$ cat src/rtl/lome_pkg.sv
// ----------------------------------------------------------------------------
// lome_pkg
// Shared constants and types of the limit order matching engine.
// ----------------------------------------------------------------------------
package lome_pkg;

    localparam int BOOK_DEPTH  = 32;
    localparam int IDX_BITS    = $clog2(BOOK_DEPTH);
    localparam int PRICE_BITS  = 16;
    localparam int QTY_BITS    = 16;
    localparam int ID_BITS     = 32;
    localparam int QUEUE_DEPTH = 4;
    localparam int QPTR_BITS   = $clog2(QUEUE_DEPTH);

    localparam logic SIDE_BUY  = 1'b0;
    localparam logic SIDE_SELL = 1'b1;

    localparam logic KIND_FILL    = 1'b0;
    localparam logic KIND_SUMMARY = 1'b1;

    typedef struct packed {
        logic                  side;
        logic [PRICE_BITS-1:0] price;
        logic [QTY_BITS-1:0]   qty;
        logic [ID_BITS-1:0]    id;
    } t_order;

    typedef struct packed {
        logic [ID_BITS-1:0]    id;
        logic [PRICE_BITS-1:0] price;
        logic [QTY_BITS-1:0]   qty;
    } t_entry;

    typedef struct packed {
        logic                  kind;
        logic [ID_BITS-1:0]    taker_id;
        logic [ID_BITS-1:0]    maker_id;
        logic [PRICE_BITS-1:0] fill_price;
        logic [QTY_BITS-1:0]   fill_quantity;
        logic [QTY_BITS-1:0]   rested_quantity;
        logic                  book_full;
        logic                  last;
    } t_result;

endpackage

$ cat src/rtl/limit_order_matching_engine.sv
// Each fill takes a pass over the 32 book slots at one registered read per
// cycle, then an evaluate and a fill; each order adds a pop and a summary.
// A remainder that rests adds one more scan, evaluate and rest; a zero
// quantity goes straight to rest. The engine pops the next order only from
// idle, after the summary; a 4-deep order queue lets input run ahead.
// Synchronous active-low reset empties both books and zeroes the id counter.
// ----------------------------------------------------------------------------
// limit_order_matching_engine
// Price-time priority matching of limit orders against a bid and ask book.
// ----------------------------------------------------------------------------
module limit_order_matching_engine (
    input  logic                            i_clk,
    input  logic                            i_rst_n,
    input  logic                            i_in_valid,
    output logic                            o_in_stall,
    input  logic                            i_side,
    input  logic [lome_pkg::PRICE_BITS-1:0] i_limit_price,
    input  logic [lome_pkg::QTY_BITS-1:0]   i_order_quantity,
    output logic                            o_out_valid,
    input  logic                            i_out_stall,
    output logic                            o_kind,
    output logic [lome_pkg::ID_BITS-1:0]    o_taker_id,
    output logic [lome_pkg::ID_BITS-1:0]    o_maker_id,
    output logic [lome_pkg::PRICE_BITS-1:0] o_fill_price,
    output logic [lome_pkg::QTY_BITS-1:0]   o_fill_quantity,
    output logic [lome_pkg::QTY_BITS-1:0]   o_rested_quantity,
    output logic                            o_book_full,
    output logic                            o_last
);
    import lome_pkg::*;

    logic    q_valid, q_pop;
    t_order  q_order;
    t_result result;

    lome_front u_front (
        .i_clk            (i_clk),
        .i_rst_n          (i_rst_n),
        .i_in_valid       (i_in_valid),
        .o_in_stall       (o_in_stall),
        .i_side           (i_side),
        .i_limit_price    (i_limit_price),
        .i_order_quantity (i_order_quantity),
        .o_q_valid        (q_valid),
        .o_q_order        (q_order),
        .i_q_pop          (q_pop)
    );

    lome_back u_back (
        .i_clk       (i_clk),
        .i_rst_n     (i_rst_n),
        .i_q_valid   (q_valid),
        .i_q_order   (q_order),
        .o_q_pop     (q_pop),
        .o_out_valid (o_out_valid),
        .o_result    (result),
        .i_out_stall (i_out_stall)
    );

    assign o_kind            = result.kind;
    assign o_taker_id        = result.taker_id;
    assign o_maker_id        = result.maker_id;
    assign o_fill_price      = result.fill_price;
    assign o_fill_quantity   = result.fill_quantity;
    assign o_rested_quantity = result.rested_quantity;
    assign o_book_full       = result.book_full;
    assign o_last            = result.last;

endmodule

$ cat src/rtl/lome_front.sv
// ----------------------------------------------------------------------------
// lome_front
// Accepts orders, stamps the sequential id and queues them for the engine.
// ----------------------------------------------------------------------------
module lome_front (
    input  logic                            i_clk,
    input  logic                            i_rst_n,
    input  logic                            i_in_valid,
    output logic                            o_in_stall,
    input  logic                            i_side,
    input  logic [lome_pkg::PRICE_BITS-1:0] i_limit_price,
    input  logic [lome_pkg::QTY_BITS-1:0]   i_order_quantity,
    output logic                            o_q_valid,
    output lome_pkg::t_order                o_q_order,
    input  logic                            i_q_pop
);
    import lome_pkg::*;

    t_order                r_queue [QUEUE_DEPTH];
    logic [QPTR_BITS:0]    r_wr_ptr, r_rd_ptr;
    logic [ID_BITS-1:0]    r_next_id;
    logic                  full, empty, push;

    assign empty = (r_wr_ptr == r_rd_ptr);
    assign full  = (r_wr_ptr[QPTR_BITS-1:0] == r_rd_ptr[QPTR_BITS-1:0]) &&
                   (r_wr_ptr[QPTR_BITS] != r_rd_ptr[QPTR_BITS]);
    assign push  = i_in_valid && !full;

    assign o_in_stall = full;
    assign o_q_valid  = !empty;
    assign o_q_order  = r_queue[r_rd_ptr[QPTR_BITS-1:0]];

    always_ff @(posedge i_clk) begin
        if (!i_rst_n) begin
            r_wr_ptr  <= '0;
            r_rd_ptr  <= '0;
            r_next_id <= '0;
        end else begin
            if (push) begin
                r_wr_ptr  <= r_wr_ptr + 1'b1;
                r_next_id <= r_next_id + 1'b1;
            end
            if (i_q_pop && !empty) begin
                r_rd_ptr <= r_rd_ptr + 1'b1;
            end
        end
    end

    always_ff @(posedge i_clk) begin
        if (push) begin
            r_queue[r_wr_ptr[QPTR_BITS-1:0]] <= '{side: i_side, price: i_limit_price,
                                                 qty: i_order_quantity, id: r_next_id};
        end
    end

endmodule

$ cat src/rtl/lome_back.sv
// ----------------------------------------------------------------------------
// lome_back
// Matching sequencer: scans the opposite book for the best entry and fills,
// repeating while it crosses, then rests any remainder and reports the summary.
// ----------------------------------------------------------------------------
module lome_back (
    input  logic               i_clk,
    input  logic               i_rst_n,
    input  logic               i_q_valid,
    input  lome_pkg::t_order   i_q_order,
    output logic               o_q_pop,
    output logic               o_out_valid,
    output lome_pkg::t_result  o_result,
    input  logic               i_out_stall
);
    import lome_pkg::*;

    typedef enum logic [5:0] {
        S_IDLE = 6'b000001,
        S_SCAN = 6'b000010,
        S_EVAL = 6'b000100,
        S_FILL = 6'b001000,
        S_REST = 6'b010000,
        S_SUM  = 6'b100000
    } t_state;

    t_entry                r_bid_mem [BOOK_DEPTH];
    t_entry                r_ask_mem [BOOK_DEPTH];
    logic [BOOK_DEPTH-1:0] r_bid_valid, r_ask_valid;

    t_state                r_state;
    t_order                r_ord;
    logic [IDX_BITS:0]     r_cnt;
    logic                  r_pend;
    logic [IDX_BITS-1:0]   r_pend_idx;
    t_entry                r_rd_bid, r_rd_ask;
    logic                  r_have;
    logic [IDX_BITS-1:0]   r_best_idx;
    t_entry                r_best;
    logic                  r_full;
    logic [QTY_BITS-1:0]   r_rested;
    logic                  r_out_valid;
    t_result               r_out;

    logic                  out_free, scan_done, issue, emit;
    logic                  sell;
    t_entry                rd;
    logic                  rd_valid, better, crosses;
    logic [QTY_BITS-1:0]   trade, maker_left;
    logic [BOOK_DEPTH-1:0] own_valid;
    logic                  free_found;
    logic [IDX_BITS-1:0]   free_idx;

    assign out_free  = !r_out_valid || !i_out_stall;
    assign emit      = ((r_state == S_FILL) || (r_state == S_SUM)) && out_free;
    assign sell      = (r_ord.side == SIDE_SELL);
    assign issue     = (r_state == S_SCAN) && (r_cnt != (IDX_BITS+1)'(BOOK_DEPTH));
    assign scan_done = (r_cnt == (IDX_BITS+1)'(BOOK_DEPTH)) && !r_pend;

    // a sell scans the bids for the highest price, a buy the asks for the lowest
    assign rd       = sell ? r_rd_bid : r_rd_ask;
    assign rd_valid = sell ? r_bid_valid[r_pend_idx] : r_ask_valid[r_pend_idx];

    always_comb begin
        if (!r_have) begin
            better = 1'b1;
        end else if (rd.price != r_best.price) begin
            better = sell ? (rd.price > r_best.price) : (rd.price < r_best.price);
        end else begin
            better = (rd.id < r_best.id);
        end
    end

    assign crosses    = r_have && (sell ? (r_ord.price <= r_best.price)
                                        : (r_ord.price >= r_best.price));
    assign trade      = (r_ord.qty < r_best.qty) ? r_ord.qty : r_best.qty;
    assign maker_left = r_best.qty - trade;

    assign own_valid = sell ? r_ask_valid : r_bid_valid;
    always_comb begin
        free_found = 1'b0;
        free_idx   = '0;
        for (int i = BOOK_DEPTH - 1; i >= 0; i--) begin
            if (!own_valid[i]) begin
                free_found = 1'b1;
                free_idx   = IDX_BITS'(i);
            end
        end
    end

    assign o_q_pop     = (r_state == S_IDLE) && i_q_valid;
    assign o_out_valid = r_out_valid;
    assign o_result    = r_out;

    // book memories: one read and one write port each, registered read
    always_ff @(posedge i_clk) begin
        r_rd_bid <= r_bid_mem[r_cnt[IDX_BITS-1:0]];
        r_rd_ask <= r_ask_mem[r_cnt[IDX_BITS-1:0]];
        if (r_state == S_FILL && out_free) begin
            if (sell) begin
                r_bid_mem[r_best_idx] <= '{id: r_best.id, price: r_best.price,
                                           qty: maker_left};
            end else begin
                r_ask_mem[r_best_idx] <= '{id: r_best.id, price: r_best.price,
                                           qty: maker_left};
            end
        end
        if (r_state == S_REST && r_ord.qty != '0 && free_found) begin
            if (sell) begin
                r_ask_mem[free_idx] <= '{id: r_ord.id, price: r_ord.price, qty: r_ord.qty};
            end else begin
                r_bid_mem[free_idx] <= '{id: r_ord.id, price: r_ord.price, qty: r_ord.qty};
            end
        end
    end

    always_ff @(posedge i_clk) begin
        if (!i_rst_n) begin
            r_state     <= S_IDLE;
            r_bid_valid <= '0;
            r_ask_valid <= '0;
            r_out_valid <= 1'b0;
            r_pend      <= 1'b0;
            r_cnt       <= '0;
            r_have      <= 1'b0;
        end else begin
            if (r_out_valid && !i_out_stall && !emit) begin
                r_out_valid <= 1'b0;
            end
            r_pend     <= issue;
            r_pend_idx <= r_cnt[IDX_BITS-1:0];
            if (issue) begin
                r_cnt <= r_cnt + 1'b1;
            end
            case (r_state)
                S_IDLE: begin
                    if (i_q_valid) begin
                        r_ord   <= i_q_order;
                        r_cnt   <= '0;
                        r_have  <= 1'b0;
                        r_state <= (i_q_order.qty == '0) ? S_REST : S_SCAN;
                    end
                end
                S_SCAN: begin
                    if (r_pend && rd_valid && better) begin
                        r_have     <= 1'b1;
                        r_best     <= rd;
                        r_best_idx <= r_pend_idx;
                    end
                    if (scan_done) begin
                        r_state <= S_EVAL;
                    end
                end
                S_EVAL: begin
                    r_state <= crosses ? S_FILL : S_REST;
                end
                S_FILL: begin
                    if (out_free) begin
                        r_out_valid <= 1'b1;
                        r_out       <= '{kind: KIND_FILL, taker_id: r_ord.id,
                                         maker_id: r_best.id, fill_price: r_best.price,
                                         fill_quantity: trade, rested_quantity: '0,
                                         book_full: 1'b0, last: 1'b0};
                        if (maker_left == '0) begin
                            if (sell) begin
                                r_bid_valid[r_best_idx] <= 1'b0;
                            end else begin
                                r_ask_valid[r_best_idx] <= 1'b0;
                            end
                        end
                        r_ord.qty <= r_ord.qty - trade;
                        r_cnt     <= '0;
                        r_have    <= 1'b0;
                        if (r_ord.qty == trade) begin
                            r_full   <= 1'b0;
                            r_rested <= '0;
                            r_state  <= S_SUM;
                        end else begin
                            r_state <= S_SCAN;
                        end
                    end
                end
                S_REST: begin
                    r_full   <= (r_ord.qty != '0) && !free_found;
                    r_rested <= ((r_ord.qty != '0) && free_found) ? r_ord.qty : '0;
                    if (r_ord.qty != '0 && free_found) begin
                        if (sell) begin
                            r_ask_valid[free_idx] <= 1'b1;
                        end else begin
                            r_bid_valid[free_idx] <= 1'b1;
                        end
                    end
                    r_state <= S_SUM;
                end
                S_SUM: begin
                    if (out_free) begin
                        r_out_valid <= 1'b1;
                        r_out       <= '{kind: KIND_SUMMARY, taker_id: r_ord.id,
                                         maker_id: '0, fill_price: '0,
                                         fill_quantity: '0, rested_quantity: r_rested,
                                         book_full: r_full, last: 1'b1};
                        r_state     <= S_IDLE;
                    end
                end
                default: r_state <= S_IDLE;
            endcase
        end
    end

endmodule
$ cat config.mk
export PLATFORM = sky130hd
export DESIGN_NAME = limit_order_matching_engine
export DESIGN_NICKNAME = d
export VERILOG_FILES = /design/src/rtl/lome_pkg.sv /design/src/rtl/limit_order_matching_engine.sv /design/src/rtl/lome_front.sv /design/src/rtl/lome_back.sv
export SDC_FILE = /design/constraint.sdc
export NUM_CORES = 2
export LEC_CHECK = 0
export BUFFER_PORTS_ARGS = -buffer_cell sky130_fd_sc_hd__buf_2
export CORE_UTILIZATION = 68
export CTS_CLUSTER_SIZE = 20
export DETAILED_ROUTE_END_ITERATION = 7
export HOLD_SLACK_MARGIN = 0.1
export MAX_ROUTING_LAYER = met4
export PLACE_DENSITY = 0.85
export SLEW_MARGIN = 25
export SYNTH_ARGS = -nofsm -noshare
export SYNTH_HDL_FRONTEND = slang
export SYNTH_MEMORY_MAX_BITS = 65536
export SYNTH_SLANG_ARGS = --single-unit
$ cat constraint.sdc
create_clock -name i_clk -period 14.4 [get_ports i_clk]
set_input_delay 2.88 -clock i_clk [delete_from_list [all_inputs] [get_ports i_clk]]
set_output_delay 2.88 -clock i_clk [all_outputs]
set_load 0.01 [all_outputs]
==> reports/qor.csv <==
metric,value,unit
status,"finished, violations left",
failing checks,DRC,
vias per cell,8.06,
Setup crit start kind,register,
final-report setup violation count,0,
x dimension of the die,527,µm
"Seq/Total Area, Yosys",76.7,%
maximum vdd ir drop,0.000132,V
design area,210000,µm²
GR Overflow Total,0,
count of final max-slew check failures,0,
synth cell count leaders,"4626 x edfxtp_1, 1366 x mux4_2, 311 x clkbuf_1, 299 x o21ai_0, 258 x nor2_1",
largest net degree at the start of global routing,147,
hold buffers post-CTS,0,
Die Footprint,278000,µm²
Layout Nets,9041,
initial antenna violation count,68,
Final Hold Viols,0,
initial core utilization,68.5,%
DRC,164,
CP endpoint kind,register,
die height,527,µm
# rows,192,
Synth Cell Area,188000,µm²
wire length per cell,46.8,µm
Longest Clk Path Bufs,4,
Final TNS setup,0,ns
initial DRC count,21500,
Synth top area share,74.1,%
"Cell Area, Placed",195000,µm²
Layout area overhead,12.1,%
postcts setup bufs,0,
final WL,607,mm
hold depth,0,
Final GP Congestion,0.945,
Num CTS Buffers,456,
TritonCTS clock tree,built,
layout cells sized above 1,30.7,%
Fmax achieved,123,MHz
post-route worst setup slack,6.27,ns
DP HPWL,315,mm
core area,274000,µm²
clock slew at reported path FFs,0.07,ns
slack of the worst reg-to-reg path,6.27,ns
"Max FO, Critical Path",63,
"Worst Path Class, Setup",register to register,
slew at the pin with the worst max-slew slack,1.16,ns
Mapped Cells,8438,
Post-synth EDFFs,4626,
max_cap viols,0,
Worst Path Required,15.09,ns
# IOs,154,
worst skew pair latency,1.13,ns
final period utilization,56.4,%
Routed Antenna Nets,0,
port buffer count,153,
Syn Nets,8593,
drt pass-1 iters,8,
CTS sink count,4873,
Synth warnings,0,
first-pass GRT wire length,823,mm
CTS resizes,0,
Worst EP arrival,8.82,ns
"top cells by area, synth","edfxtp_1 74%, mux4_2 16%, dfxtp_1 2.6%, mux2_2 1.2%, o21ai_0 0.80%",
synth unique cells,70,
vias post-DR,104000,
PD cells,154,nW/µm²
vias in the first global route,101000,
"count leader, synth",edfxtp_1,
Worst Reg-to-Reg Cells,12,
min Tclk post-route,8.13,ns
Clock Root Buffer,clkbuf_16,
Yosys top cell by area,edfxtp_1,
Hold Path Class,register to register,
"Top FF cell, synth",edfxtp_1,
RSZ-0062 raised after global routing,no,
Leakage,64.6,nW
Setup WS pre-CTS,7.10,ns
Worst slew margin,22.5,%
Worst Clk Skew,0.111,ns
register bit total from synthesis,4873,
Async SR Flop Fraction,0,%
GRT Resource Usage Total,44.9,%
CTS H-Tree Depth,5,
mean post-synth cell area,22.2,µm²
through the flow:
stage	util [%]	instances	hold slack (ns)	total power, mW
after detailed placement	71.0	12000	0.458	19.9
after global placement	70.9	12000	0.449	19.7
after floorplan	-	8438	0.406	18.6
after CTS	76.5	12900	0.490	32.1
after global routing	76.7	12900	0.489	32.9
final	76.8	13000	0.499	32.4
power breakdown:
part           internal [mW]  switching [mW]
clock                   6.84            5.76
combinational           1.06            2.24
sequential              16.3           0.235
total                   24.2            8.24
critical path, stage by stage, from the launching register on:
cell and delay (ns):
edfxtp_1 0.33, buf_4 0.64, buf_4 0.90, nand3_1 0.26, a22oi_1 0.44, nand4bb_1 0.46
o21a_1 0.58, and2_4 0.28, buf_4 0.31, a21boi_0 0.97, nand2_1 0.61, nor2_4 0.86
buf_4 0.84
cells by family (layout without fill, tap and decap cells):
kind of cell | count (synthesis) | after routing | share of synthesized area [%]
other | 0 | 90 | 0
AOI/OAI and AO/OA | 521 | 521 | 1.60
DFF | 4873 | 4873 | 76.7
adders and majority gates | 118 | 118 | 0.795
buffers and inverters | 500 | 1345 | 1.01
xor gates and xnor gates | 64 | 64 | 0.299
and+or+nand+nor | 798 | 798 | 2.00
muxes | 1564 | 1564 | 17.6
state kept, by name, summed over array words and instances, names as in the netlist, 3 cells and up, named ones only:
signal,cells
u_back.r_rd_bid,64
u_back.r_cnt,6
u_back.r_best_idx,5
u_front.r_queue,260
u_back.r_ord,64
u_back.r_rested,16
u_back.r_rd_ask,64
u_back.r_bid_valid,32
u_back.r_bid_mem,2048
u_front.r_next_id,32
u_back.o_result,114
u_back.r_ask_valid,32
u_back.r_ask_mem,2048
u_back.r_best,64
u_back.r_pend_idx,5
u_back.r_state,6
u_front.r_wr_ptr,3
u_front.r_rd_ptr,3
metal layers:
| metal | share of wire (%) | up-vias | track usage (%) | wire (µm) |
|---|---|---|---|---|
| li1 | - | 36400 | - | - |
| met1 | 30 | 52400 | 54.0 | 181000 |
| met2 | 46 | 12300 | 67.0 | 280000 |
| met3 | 14 | 3354 | 12.2 | 83700 |
| met4 | 10 | 0 | 31.3 | 61800 |
| met5 | 0 | - | - | 0 |
placed cells by master (no fill, tap or decap), drive strengths merged, types with 7 or more instances in the layout:
cell type,n
a22oi,7
xnor2,28
o21ai,304
nor2,258
nand3b,20
nand2b,20
or3,13
nand4,26
ha,116
nor2b,22
a21oi,83
o211ai,11
bufinv,46
o21a,13
nand2,233
dfxtp,247
and2,51
nor3,27
buf,393
nand3,60
mux4,1366
a32oi,7
a21o,23
a41oi,11
clkinvlp,26
mux2,192
xor2,36
diode,90
edfxtp,4626
inv,115
clkinv,201
and3,19
a31oi,15
and4,9
clkbuf,564
nor4,18
area by class of cell:
type                       count  area, µm²
antenna                       90        225
clock buffer                 564      12100
clock inverter               291       2900
fill                       12400      63600
inverter                      97        367
multi-input combinational   3065      43100
sequential                  4873     144000
tap                         3589       4490
timing repair buffer         393       3100
path summary, 6_finish.rpt:
check / start / endpoint
worst max-delay path: u_back.sell / u_back.r_ask_mem[2][48]
worst min-delay path: u_back.r_pend_idx[4] / u_back.r_best_idx[4]
worst max register to register: u_back.sell / u_back.r_ask_mem[2][48]
worst min register to register: u_back.r_pend_idx[4] / u_back.r_best_idx[4]
(Power assumes the default switching activity.)
